$ cat config.mk
export PLATFORM = sky130hd
export DESIGN_NAME = closest_video_mode_select_top
export DESIGN_NICKNAME = d
export VERILOG_FILES = /design/src/design/cvms_pkg.sv /design/src/design/cvms_front.sv /design/src/design/cvms_queue.sv /design/src/design/cvms_back.sv /design/src/design/closest_video_mode_select_top.sv
export SDC_FILE = /design/constraint.sdc
export NUM_CORES = 2
export LEC_CHECK = 0
export ABC_AREA = 1
export BUFFER_PORTS_ARGS = -buffer_cell sky130_fd_sc_hd__buf_2
export CAP_MARGIN = 20
export CORE_UTILIZATION = 57
export DETAILED_ROUTE_END_ITERATION = 8
export HOLD_SLACK_MARGIN = 0.08
export PLACE_DENSITY = 0.9
export SLEW_MARGIN = 20
export SYNTH_ARGS = -nofsm -noshare
export SYNTH_HDL_FRONTEND = slang
export SYNTH_HIERARCHICAL = 1
export SYNTH_SLANG_ARGS = --single-unit
$ cat constraint.sdc
create_clock -name clock -period 10.9 [get_ports clock]
set_clock_uncertainty 0.15 [all_clocks]
set_input_delay 3.27 -clock clock [delete_from_list [all_inputs] [get_ports clock]]
set_output_delay 3.27 -clock clock [all_outputs]
set_load 0.01 [all_outputs]
$ cat src/design/cvms_pkg.sv
package cvms_pkg;

   localparam int MAX_MODES   = 256;
   localparam int POS_W       = $clog2(MAX_MODES + 1);
   localparam int QUEUE_DEPTH = 2;
   localparam int QPTR_W      = (QUEUE_DEPTH > 1) ? $clog2(QUEUE_DEPTH) : 1;
   localparam int QCNT_W      = $clog2(QUEUE_DEPTH + 1);

   localparam int ADDR_W = 5;

   localparam logic [2:0] REG_WANT_RED    = 3'd0;
   localparam logic [2:0] REG_WANT_GREEN  = 3'd1;
   localparam logic [2:0] REG_WANT_BLUE   = 3'd2;
   localparam logic [2:0] REG_WANT_WIDTH  = 3'd3;
   localparam logic [2:0] REG_WANT_HEIGHT = 3'd4;
   localparam logic [2:0] REG_WANT_RATE   = 3'd5;
   localparam logic [2:0] REG_IGNORE_MASK = 3'd6;

   localparam int IGN_RED   = 0;
   localparam int IGN_GREEN = 1;
   localparam int IGN_BLUE  = 2;
   localparam int IGN_RATE  = 3;

   typedef struct packed {
      logic [4:0]  red;
      logic [4:0]  green;
      logic [4:0]  blue;
      logic [13:0] width;
      logic [13:0] height;
      logic [9:0]  rate;
   } mode_type;

   typedef struct packed {
      logic [4:0]  want_red;
      logic [4:0]  want_green;
      logic [4:0]  want_blue;
      logic [13:0] want_width;
      logic [13:0] want_height;
      logic [9:0]  want_rate;
      logic [3:0]  ignore_mask;
   } cfg_type;

   // rate_key orders like the 32-bit rate distance: msb set for the
   // don't-care form, whose low bits are the inverted rate
   typedef struct packed {
      mode_type         mode;
      logic             last;
      logic             active;
      logic [POS_W-1:0] pos;
      logic [6:0]       color_gap;
      logic [28:0]      size_gap;
      logic [10:0]      rate_key;
   } entry_type;

   typedef struct packed {
      logic [7:0] index;
      mode_type   mode;
   } result_type;

endpackage

$ cat src/design/cvms_front.sv
module cvms_front (
   input  logic                clock,
   input  logic                reset,
   input  cvms_pkg::cfg_type   cfg,
   input  logic                req_push,
   input  cvms_pkg::mode_type  req_mode,
   input  logic                req_last,
   input  logic                q_full,
   output logic                q_push,
   output cvms_pkg::entry_type q_data
);

   function automatic logic [13:0] abs_diff(input logic [13:0] a, input logic [13:0] b);
      return (a > b) ? (a - b) : (b - a);
   endfunction

   logic [cvms_pkg::POS_W-1:0] pos_ff, pos_in;
   logic        active;
   logic [13:0] d_red, d_green, d_blue, d_rate, d_w, d_h;
   logic [4:0]  g_red, g_green, g_blue;
   logic [27:0] sq_w, sq_h;

   assign q_push = req_push & ~q_full;
   assign active = (pos_ff < cvms_pkg::POS_W'(cvms_pkg::MAX_MODES));

   always_comb begin
      d_red   = abs_diff({9'd0, req_mode.red},   {9'd0, cfg.want_red});
      d_green = abs_diff({9'd0, req_mode.green}, {9'd0, cfg.want_green});
      d_blue  = abs_diff({9'd0, req_mode.blue},  {9'd0, cfg.want_blue});
      d_rate  = abs_diff({4'd0, req_mode.rate},  {4'd0, cfg.want_rate});
      d_w     = abs_diff(req_mode.width,  cfg.want_width);
      d_h     = abs_diff(req_mode.height, cfg.want_height);
      g_red   = cfg.ignore_mask[cvms_pkg::IGN_RED]   ? 5'd0 : d_red[4:0];
      g_green = cfg.ignore_mask[cvms_pkg::IGN_GREEN] ? 5'd0 : d_green[4:0];
      g_blue  = cfg.ignore_mask[cvms_pkg::IGN_BLUE]  ? 5'd0 : d_blue[4:0];
      sq_w    = {14'd0, d_w} * {14'd0, d_w};
      sq_h    = {14'd0, d_h} * {14'd0, d_h};

      q_data.mode      = req_mode;
      q_data.last      = req_last;
      q_data.active    = active;
      q_data.pos       = pos_ff;
      q_data.color_gap = {2'd0, g_red} + {2'd0, g_green} + {2'd0, g_blue};
      q_data.size_gap  = {1'b0, sq_w} + {1'b0, sq_h};
      if (cfg.ignore_mask[cvms_pkg::IGN_RATE]) begin
         q_data.rate_key = {1'b1, ~req_mode.rate};
      end else begin
         q_data.rate_key = {1'b0, d_rate[9:0]};
      end
   end

   // position saturates once the list runs past the mode limit
   always_comb begin
      pos_in = pos_ff;
      if (q_push) begin
         if (req_last) begin
            pos_in = '0;
         end else if (active) begin
            pos_in = pos_ff + 1'b1;
         end
      end
   end

   always_ff @(posedge clock) begin
      if (reset) begin
         pos_ff <= '0;
      end else begin
         pos_ff <= pos_in;
      end
   end

endmodule

$ cat src/design/cvms_queue.sv
module cvms_queue (
   input  logic                clock,
   input  logic                reset,
   input  logic                push,
   input  cvms_pkg::entry_type wdata,
   output logic                full,
   input  logic                pop,
   output cvms_pkg::entry_type rdata,
   output logic                empty
);

   cvms_pkg::entry_type mem_ff [cvms_pkg::QUEUE_DEPTH];

   logic [cvms_pkg::QPTR_W-1:0] wr_ptr_ff, wr_ptr_in, rd_ptr_ff, rd_ptr_in;
   logic [cvms_pkg::QCNT_W-1:0] count_ff, count_in;
   logic do_push, do_pop;

   assign full    = (count_ff == cvms_pkg::QCNT_W'(cvms_pkg::QUEUE_DEPTH));
   assign empty   = (count_ff == '0);
   assign do_push = push & ~full;
   assign do_pop  = pop & ~empty;
   assign rdata   = mem_ff[rd_ptr_ff];

   always_comb begin
      wr_ptr_in = wr_ptr_ff;
      rd_ptr_in = rd_ptr_ff;
      count_in  = count_ff;
      if (do_push) begin
         if (wr_ptr_ff == cvms_pkg::QPTR_W'(cvms_pkg::QUEUE_DEPTH - 1)) begin
            wr_ptr_in = '0;
         end else begin
            wr_ptr_in = wr_ptr_ff + 1'b1;
         end
      end
      if (do_pop) begin
         if (rd_ptr_ff == cvms_pkg::QPTR_W'(cvms_pkg::QUEUE_DEPTH - 1)) begin
            rd_ptr_in = '0;
         end else begin
            rd_ptr_in = rd_ptr_ff + 1'b1;
         end
      end
      if (do_push && !do_pop) begin
         count_in = count_ff + 1'b1;
      end else if (do_pop && !do_push) begin
         count_in = count_ff - 1'b1;
      end
   end

   always_ff @(posedge clock) begin
      if (reset) begin
         wr_ptr_ff <= '0;
         rd_ptr_ff <= '0;
         count_ff  <= '0;
      end else begin
         wr_ptr_ff <= wr_ptr_in;
         rd_ptr_ff <= rd_ptr_in;
         count_ff  <= count_in;
      end
   end

   always_ff @(posedge clock) begin
      if (do_push) begin
         mem_ff[wr_ptr_ff] <= wdata;
      end
   end

endmodule

$ cat src/design/cvms_back.sv
module cvms_back (
   input  logic                 clock,
   input  logic                 reset,
   input  logic                 q_empty,
   input  cvms_pkg::entry_type  q_data,
   output logic                 q_pop,
   input  logic                 rsp_pop,
   output logic                 rsp_empty,
   output cvms_pkg::result_type rsp_data
);

   logic                       have_ff, have_in;
   logic                       out_valid_ff, out_valid_in;
   logic [6:0]                 least_color_ff;
   logic [28:0]                least_size_ff;
   logic [10:0]                least_rate_ff;
   logic [cvms_pkg::POS_W-1:0] chosen_pos_ff;
   cvms_pkg::mode_type         chosen_mode_ff;
   cvms_pkg::result_type       out_ff;
   logic better, out_free;

   assign out_free  = ~out_valid_ff | rsp_pop;
   assign q_pop     = ~q_empty & (~q_data.last | out_free);
   assign rsp_empty = ~out_valid_ff;
   assign rsp_data  = out_ff;

   // strict compare keeps the earliest mode on a tie
   always_comb begin
      better = q_data.active &&
               (!have_ff ||
                (q_data.color_gap < least_color_ff) ||
                (q_data.color_gap == least_color_ff && q_data.size_gap < least_size_ff) ||
                (q_data.color_gap == least_color_ff && q_data.size_gap == least_size_ff &&
                 q_data.rate_key < least_rate_ff));
   end

   always_comb begin
      have_in      = have_ff;
      out_valid_in = out_valid_ff & ~rsp_pop;
      if (q_pop) begin
         if (q_data.last) begin
            have_in      = 1'b0;
            out_valid_in = 1'b1;
         end else if (better) begin
            have_in = 1'b1;
         end
      end
   end

   always_ff @(posedge clock) begin
      if (reset) begin
         have_ff      <= 1'b0;
         out_valid_ff <= 1'b0;
      end else begin
         have_ff      <= have_in;
         out_valid_ff <= out_valid_in;
      end
   end

   always_ff @(posedge clock) begin
      if (q_pop && better) begin
         least_color_ff <= q_data.color_gap;
         least_size_ff  <= q_data.size_gap;
         least_rate_ff  <= q_data.rate_key;
         chosen_pos_ff  <= q_data.pos;
         chosen_mode_ff <= q_data.mode;
      end
      if (q_pop && q_data.last) begin
         if (better) begin
            out_ff.index <= 8'(q_data.pos);
            out_ff.mode  <= q_data.mode;
         end else begin
            out_ff.index <= 8'(chosen_pos_ff);
            out_ff.mode  <= chosen_mode_ff;
         end
      end
   end

endmodule

$ cat src/design/closest_video_mode_select_top.sv
// result: a mode marked last passes through the queue and then the result register
// throughput: one mode per cycle unless the queue is full or a last mode waits on the
// result register; the back-end running-best compare and front scoring are combinational
// reset: synchronous, clears the search, the queue and the result register;
// configuration returns to red/green/blue 8, size 0x0, rate 60, no ignores
module closest_video_mode_select_top (
   input  logic                        clock,
   input  logic                        reset,
   input  logic                        req_push,
   output logic                        req_full,
   input  logic [4:0]                  req_red_bits,
   input  logic [4:0]                  req_green_bits,
   input  logic [4:0]                  req_blue_bits,
   input  logic [13:0]                 req_mode_width,
   input  logic [13:0]                 req_mode_height,
   input  logic [9:0]                  req_refresh_rate,
   input  logic                        req_last_mode,
   output logic                        rsp_empty,
   input  logic                        rsp_pop,
   output logic [7:0]                  rsp_best_index,
   output logic [4:0]                  rsp_best_red,
   output logic [4:0]                  rsp_best_green,
   output logic [4:0]                  rsp_best_blue,
   output logic [13:0]                 rsp_best_width,
   output logic [13:0]                 rsp_best_height,
   output logic [9:0]                  rsp_best_rate,
   input  logic                        csr_psel,
   input  logic                        csr_penable,
   input  logic                        csr_pwrite,
   input  logic [cvms_pkg::ADDR_W-1:0] csr_paddr,
   input  logic [31:0]                 csr_pwdata,
   output logic [31:0]                 csr_prdata,
   output logic                        csr_pready
);

   cvms_pkg::cfg_type    cfg_ff, cfg_in;
   cvms_pkg::mode_type   req_mode;
   cvms_pkg::entry_type  f_data, q_rdata;
   cvms_pkg::result_type rsp_data;
   logic       f_push, q_full, q_empty, q_pop, csr_wr;
   logic [2:0] reg_idx;

   assign csr_pready = 1'b1;
   assign csr_wr     = csr_psel & csr_penable & csr_pwrite & csr_pready;
   assign reg_idx    = csr_paddr[4:2];

   always_comb begin
      cfg_in = cfg_ff;
      if (csr_wr) begin
         unique case (reg_idx)
            cvms_pkg::REG_WANT_RED:    cfg_in.want_red    = csr_pwdata[4:0];
            cvms_pkg::REG_WANT_GREEN:  cfg_in.want_green  = csr_pwdata[4:0];
            cvms_pkg::REG_WANT_BLUE:   cfg_in.want_blue   = csr_pwdata[4:0];
            cvms_pkg::REG_WANT_WIDTH:  cfg_in.want_width  = csr_pwdata[13:0];
            cvms_pkg::REG_WANT_HEIGHT: cfg_in.want_height = csr_pwdata[13:0];
            cvms_pkg::REG_WANT_RATE:   cfg_in.want_rate   = csr_pwdata[9:0];
            cvms_pkg::REG_IGNORE_MASK: cfg_in.ignore_mask = csr_pwdata[3:0];
            default: ;
         endcase
      end
   end

   always_comb begin
      unique case (reg_idx)
         cvms_pkg::REG_WANT_RED:    csr_prdata = {27'd0, cfg_ff.want_red};
         cvms_pkg::REG_WANT_GREEN:  csr_prdata = {27'd0, cfg_ff.want_green};
         cvms_pkg::REG_WANT_BLUE:   csr_prdata = {27'd0, cfg_ff.want_blue};
         cvms_pkg::REG_WANT_WIDTH:  csr_prdata = {18'd0, cfg_ff.want_width};
         cvms_pkg::REG_WANT_HEIGHT: csr_prdata = {18'd0, cfg_ff.want_height};
         cvms_pkg::REG_WANT_RATE:   csr_prdata = {22'd0, cfg_ff.want_rate};
         cvms_pkg::REG_IGNORE_MASK: csr_prdata = {28'd0, cfg_ff.ignore_mask};
         default:                   csr_prdata = 32'd0;
      endcase
   end

   always_ff @(posedge clock) begin
      if (reset) begin
         cfg_ff.want_red    <= 5'd8;
         cfg_ff.want_green  <= 5'd8;
         cfg_ff.want_blue   <= 5'd8;
         cfg_ff.want_width  <= 14'd0;
         cfg_ff.want_height <= 14'd0;
         cfg_ff.want_rate   <= 10'd60;
         cfg_ff.ignore_mask <= 4'd0;
      end else begin
         cfg_ff <= cfg_in;
      end
   end

   always_comb begin
      req_mode.red    = req_red_bits;
      req_mode.green  = req_green_bits;
      req_mode.blue   = req_blue_bits;
      req_mode.width  = req_mode_width;
      req_mode.height = req_mode_height;
      req_mode.rate   = req_refresh_rate;
   end

   assign req_full = q_full;

   cvms_front u_front (
      .clock    (clock),
      .reset    (reset),
      .cfg      (cfg_ff),
      .req_push (req_push),
      .req_mode (req_mode),
      .req_last (req_last_mode),
      .q_full   (q_full),
      .q_push   (f_push),
      .q_data   (f_data)
   );

   cvms_queue u_queue (
      .clock (clock),
      .reset (reset),
      .push  (f_push),
      .wdata (f_data),
      .full  (q_full),
      .pop   (q_pop),
      .rdata (q_rdata),
      .empty (q_empty)
   );

   cvms_back u_back (
      .clock     (clock),
      .reset     (reset),
      .q_empty   (q_empty),
      .q_data    (q_rdata),
      .q_pop     (q_pop),
      .rsp_pop   (rsp_pop),
      .rsp_empty (rsp_empty),
      .rsp_data  (rsp_data)
   );

   assign rsp_best_index  = rsp_data.index;
   assign rsp_best_red    = rsp_data.mode.red;
   assign rsp_best_green  = rsp_data.mode.green;
   assign rsp_best_blue   = rsp_data.mode.blue;
   assign rsp_best_width  = rsp_data.mode.width;
   assign rsp_best_height = rsp_data.mode.height;
   assign rsp_best_rate   = rsp_data.mode.rate;

endmodule
Word-level counts from Yosys, hierarchy flattened:

Memory sizes are Yosys's and may differ from the RTL's. A register that Yosys moved wholly into a read port is not among the register bits.
Index checks and enable logic that the tools add are counted.
W data, S select, Z words.

* register bits: 241
* bits in latches: 0
* RAM bits: 222
* bits in read-only memories: 0
* bits of input ports: 98
* logic and storage cells: 141
* memories: 1

* add/sub/neg operators: 20
* multiply operators: 2
* divide/modulo/power cells: 0
* $lt $le $gt $ge: 10
* equality and inequality tests: 9
* shifts and indexed selects: 0
* multiplexer cells: 26
* bitwise logic cells: 15
* reductions and logical operators: 28

Memory list
* u_queue.mem_ff: depth 2, bits a word 111, read ports 1, clocked after Yosys merged registers in 1, wr ports 1, line cvms_queue.sv:12 `cvms_pkg::entry_type mem_ff [cvms_pkg::QUEUE_DEPTH];`

Operators by type and width (count)
* $pmux W14 S7: 1
* $mux W61: 1
* $mul A14 B14 Y28: 2
* $sub A14 B14 Y14: 4
* $mux W5: 6
* $sub A5 B5 Y5: 6
* $add A28 B28 Y29: 1
* $eq A29 B29 Y1: 1
* $lt A29 B29 Y1: 1
* $gt A14 B14 Y1: 2
* $mux W14: 2
* $sub A10 B10 Y10: 2
* $mux W9: 2
* $reduce_and A2 Y1: 9
* $gt A5 B5 Y1: 3
* $lt A11 B11 Y1: 1
* $mux W11: 1
* $gt A10 B10 Y1: 1
* $mux W1: 10
* $mux W10: 1
* $not A10 Y10: 1
* $add A9 B1 Y9 const B: 1
* $eq A3 B3 Y1 const B: 3
* $lt A9 B9 Y1 const B: 1
* other kinds (20): 47

Longest topological paths before layout:

* depth after elaboration: 8
* mapped depth: 42
* mapped depth without buffers: 41

Hierarchy:

Netlist, hierarchy kept.

Modules (own cells, without submodules)
* cvms_front: instances 1, cells each 2466, area an instance 18302.6 um^2, sequential area each 180.2 um^2
* cvms_queue: instances 1, cells each 382, area an instance 8281.7 um^2, sequential area each 6766.5 um^2
* cvms_back: instances 1, cells each 623, area an instance 7384.6 um^2, sequential area each 5114.9 um^2
* closest_video_mode_select_top: instances 1, cells each 468, area an instance 3061.7 um^2, sequential area each 1141.1 um^2

Worst setup path before layout:

No wires, ideal clock.

* kind: input-to-reg
* from: input req_mode_width[0]
* to: memory u_queue/mem_ff[0][32] (netlist name), data pin
* data arrival time: 10.010 ns
* required time: 10.481 ns
* slack: 0.471 ns
* cell stages on the path: 34
* path buffers: 2
* path through: inv_1 > ha_1 > inv_1 > fa_1 > nand3_1 > nand2_2 > nand2_1 > nand2_1 > nand3_1 > nand2_2 > nand2_4 > buf_8 > nand2_1 > nand2_2 > buf_4 > nor2_1 > fa_1 > fa_1 > inv_1 > fa_1 > inv_1 > fa_1 > fa_1 > inv_1 > fa_1 > fa_1 > inv_1 > ha_1 > a21oi_1 > a21boi_0 > inv_1 > a21oi_1 > o21ai_0 > xor2_1

RTL lines
* start, declared: line closest_video_mode_select_top.sv:14 `input logic [13:0] req_mode_width,`
* end, declared: line cvms_queue.sv:12

==> flow_metrics.env <==
export IMPL_die_y_um=257
export IMPL_grt_max_degree=80
export IMPL_r2r_end="u_queue/mem_ff[0][34]$_DFFE_PP_"
export IMPL_critPathRequiredTime_ps=11060
export IMPL_rows=92
export IMPL_cts_buffer_depth=3
export IMPL_critPathCapture="u_queue/mem_ff[0][34]$_DFFE_PP_"
export IMPL_cts_inserted_buffers=45
export IMPL_violations="design-rule violations"
export IMPL_cts_hold_buf=0
export IMPL_ant_nets=0
export IMPL_ioPinCount=194
export IMPL_cp_top_family="adder cells"
export IMPL_slowest_delay_ps=550
export IMPL_drt_wl_total_mm=100
export IMPL_grt_pass1_wl_mm=157
export IMPL_grt_antenna_before_repair=11
export IMPL_yosys_warnings=6
export IMPL_reg2reg_slack_ps=2690
export IMPL_fin_ws_ps=320
export IMPL_syn_instance_count=3936
export IMPL_cts_setup_buffers=0
export IMPL_maxSlewHeadroom_pct=25.8
export IMPL_place_ws_ps=-164
export IMPL_finalSetupViolCount=0
export IMPL_cts_tree="done"
export IMPL_tns_ps=0
export IMPL_min_from="cfg_ff[41]$_SDFFE_PP0P_"
export IMPL_clk_pin_slew_ps=60
export IMPL_hold_class="flop to flop"
export IMPL_final_net_count=4918
export IMPL_clk_latency_ps=600
export IMPL_slowest_stage="fa_1"
export IMPL_crit_path_start_kind="input port"
export IMPL_hold_ws_ps=357
export IMPL_drc=72
export IMPL_grt_pass1_vias=29545
export IMPL_outcome="finished with violations"
export IMPL_tightest_slew_ps=1110
export IMPL_max_freq_mhz=94.5
export IMPL_fin_crit_sh_pct=97.1
export IMPL_cp_depth=38
export IMPL_grt_overflow=0
export IMPL_hold_viol=0
export IMPL_grt_use_total_pct=30.5
export IMPL_critical_path_class="input port to flop"
export IMPL_utilization_pct=64.3
export IMPL_die_w_um=257
export IMPL_slew_viol_final=0
export IMPL_wl_per_cell_um=19.6
export IMPL_r2r_cells=36
export IMPL_maxCapViolations=0
export IMPL_cp_arrival_ps=10740
export IMPL_finalWorstPathRequiredPeriod_ps=10580
export IMPL_critPathMaxFanout=9
export IMPL_drt_pass1_iter_count=9
export IMPL_vias_per_cell=5.63
export IMPL_rsz0062_at_grt="false"
export IMPL_cts_sinks=462
export IMPL_start_util_pct=58.2
export IMPL_syn_avg_cell_area_um2=9.39
export IMPL_htreeDepth=2
export IMPL_vias=28770
export IMPL_drive_above_1_share_pct=16.3
export IMPL_drt_iter0_markers=3345
export IMPL_end_kind="flop"
export IMPL_root_buffer="clkbuf_16"
export IMPL_syn_area_um2=37000
export IMPL_core_area_um2=63500
export IMPL_ctsResizeCount=0
export IMPL_port_buffer_count=154
export IMPL_dpl_hpwl_mm=75.2
export IMPL_reg2reg_from="cfg_ff[28]$_SDFFE_PP0P_"
export IMPL_critPathLaunch="req_mode_width[0]"
export IMPL_gp_congestion=0.962
export IMPL_die_area_um2=65900
export IMPL_area_delta_synth_final_pct=10.6
export IMPL_path_buf_inv=9
## layout make-up
type,count,area (um2)
well taps,846,1060
diodes,11,27.5
fillers,4631,22700
clock buffers,62,1200
flip-flops and latches,462,13100
multi-input cells,2524,19600
clock inverters,19,175
repair buffers,393,2640
inverters,795,2990
## registers in the layout (all words and copies together), names as in the netlist, named ones only
register / cells
u_back/chosen_mode_ff: 53
u_queue/mem_ff: 220
u_back/out_valid_ff: 1
u_back/have_ff: 1
u_back/least_rate_ff: 11
u_queue/rd_ptr_ff: 1
cfg_ff: 57
u_back/rsp_data: 61
u_back/chosen_pos_ff: 8
u_queue/count_ff: 2
u_back/least_size_ff: 29
u_front/pos_ff: 9
u_queue/wr_ptr_ff: 1
u_back/least_color_ff: 7
## how the worst min path moves through the flow
stage / to / slack (ps) / cells after the start
6_report: cfg_ff[41]$_SDFFE_PP0P_ / 360 / 2
5_1_grt: u_queue/mem_ff[0][52]$_DFFE_PP_ / 370 / 0
4_1_cts: u_queue/mem_ff[0][52]$_DFFE_PP_ / 350 / 0
3_5_place_dp: u_back/have_ff$_SDFFE_PP0P_ / 330 / 2
3_3_place_gp: u_back/have_ff$_SDFFE_PP0P_ / 290 / 2
2_1_floorplan: u_back/have_ff$_SDFFE_PP0P_ / 280 / 2
## layout by cell type, fill, tap and decap left out, types with 27 or more instances in the layout
cell type and count:
inv_1 764, nand3_1 181, xnor2_1 28, nand4_1 27
a21oi_1 113, nand2_2 27, xor2_1 62, dfxtp_1 72
buf_4 233, buf_2 154, fa_1 309, mux2_2 110
ha_1 290, nand2_1 786, clkbuf_16 45, o21ai_0 71
inv_2 27, edfxtp_1 389, nor2_4 27, nor2_1 347
## metal layers
metal / share of wire (%) / GRT usage [%]
met1: 36 / 37.2
met2: 48 / 51.4
met3: 10 / 6.18
met4: 5.6 / 15.7
met5: 0.026 / 0
## worst register-to-register path: cells and delay by family, from the launching register on
kind / cells / cell delay [ps]
AOI/OAI and AO/OA: 3 / 560
adders and majority gates: 10 / 4550
buffers and inverters: 7 / 650
DFF: 1 / 430
and+or+nand+nor: 16 / 1600
## metrics by stage
step	std cells	area, um2
after floorplan	3953	37000
after global placement	5020	39500
after detailed placement	5020	39500
after CTS	5101	40800
after global routing	5108	40900
final	5112	40900
Power is not shown: default switching activity piles up to over one toggle a cycle in this logic, so the estimate is an artifact.
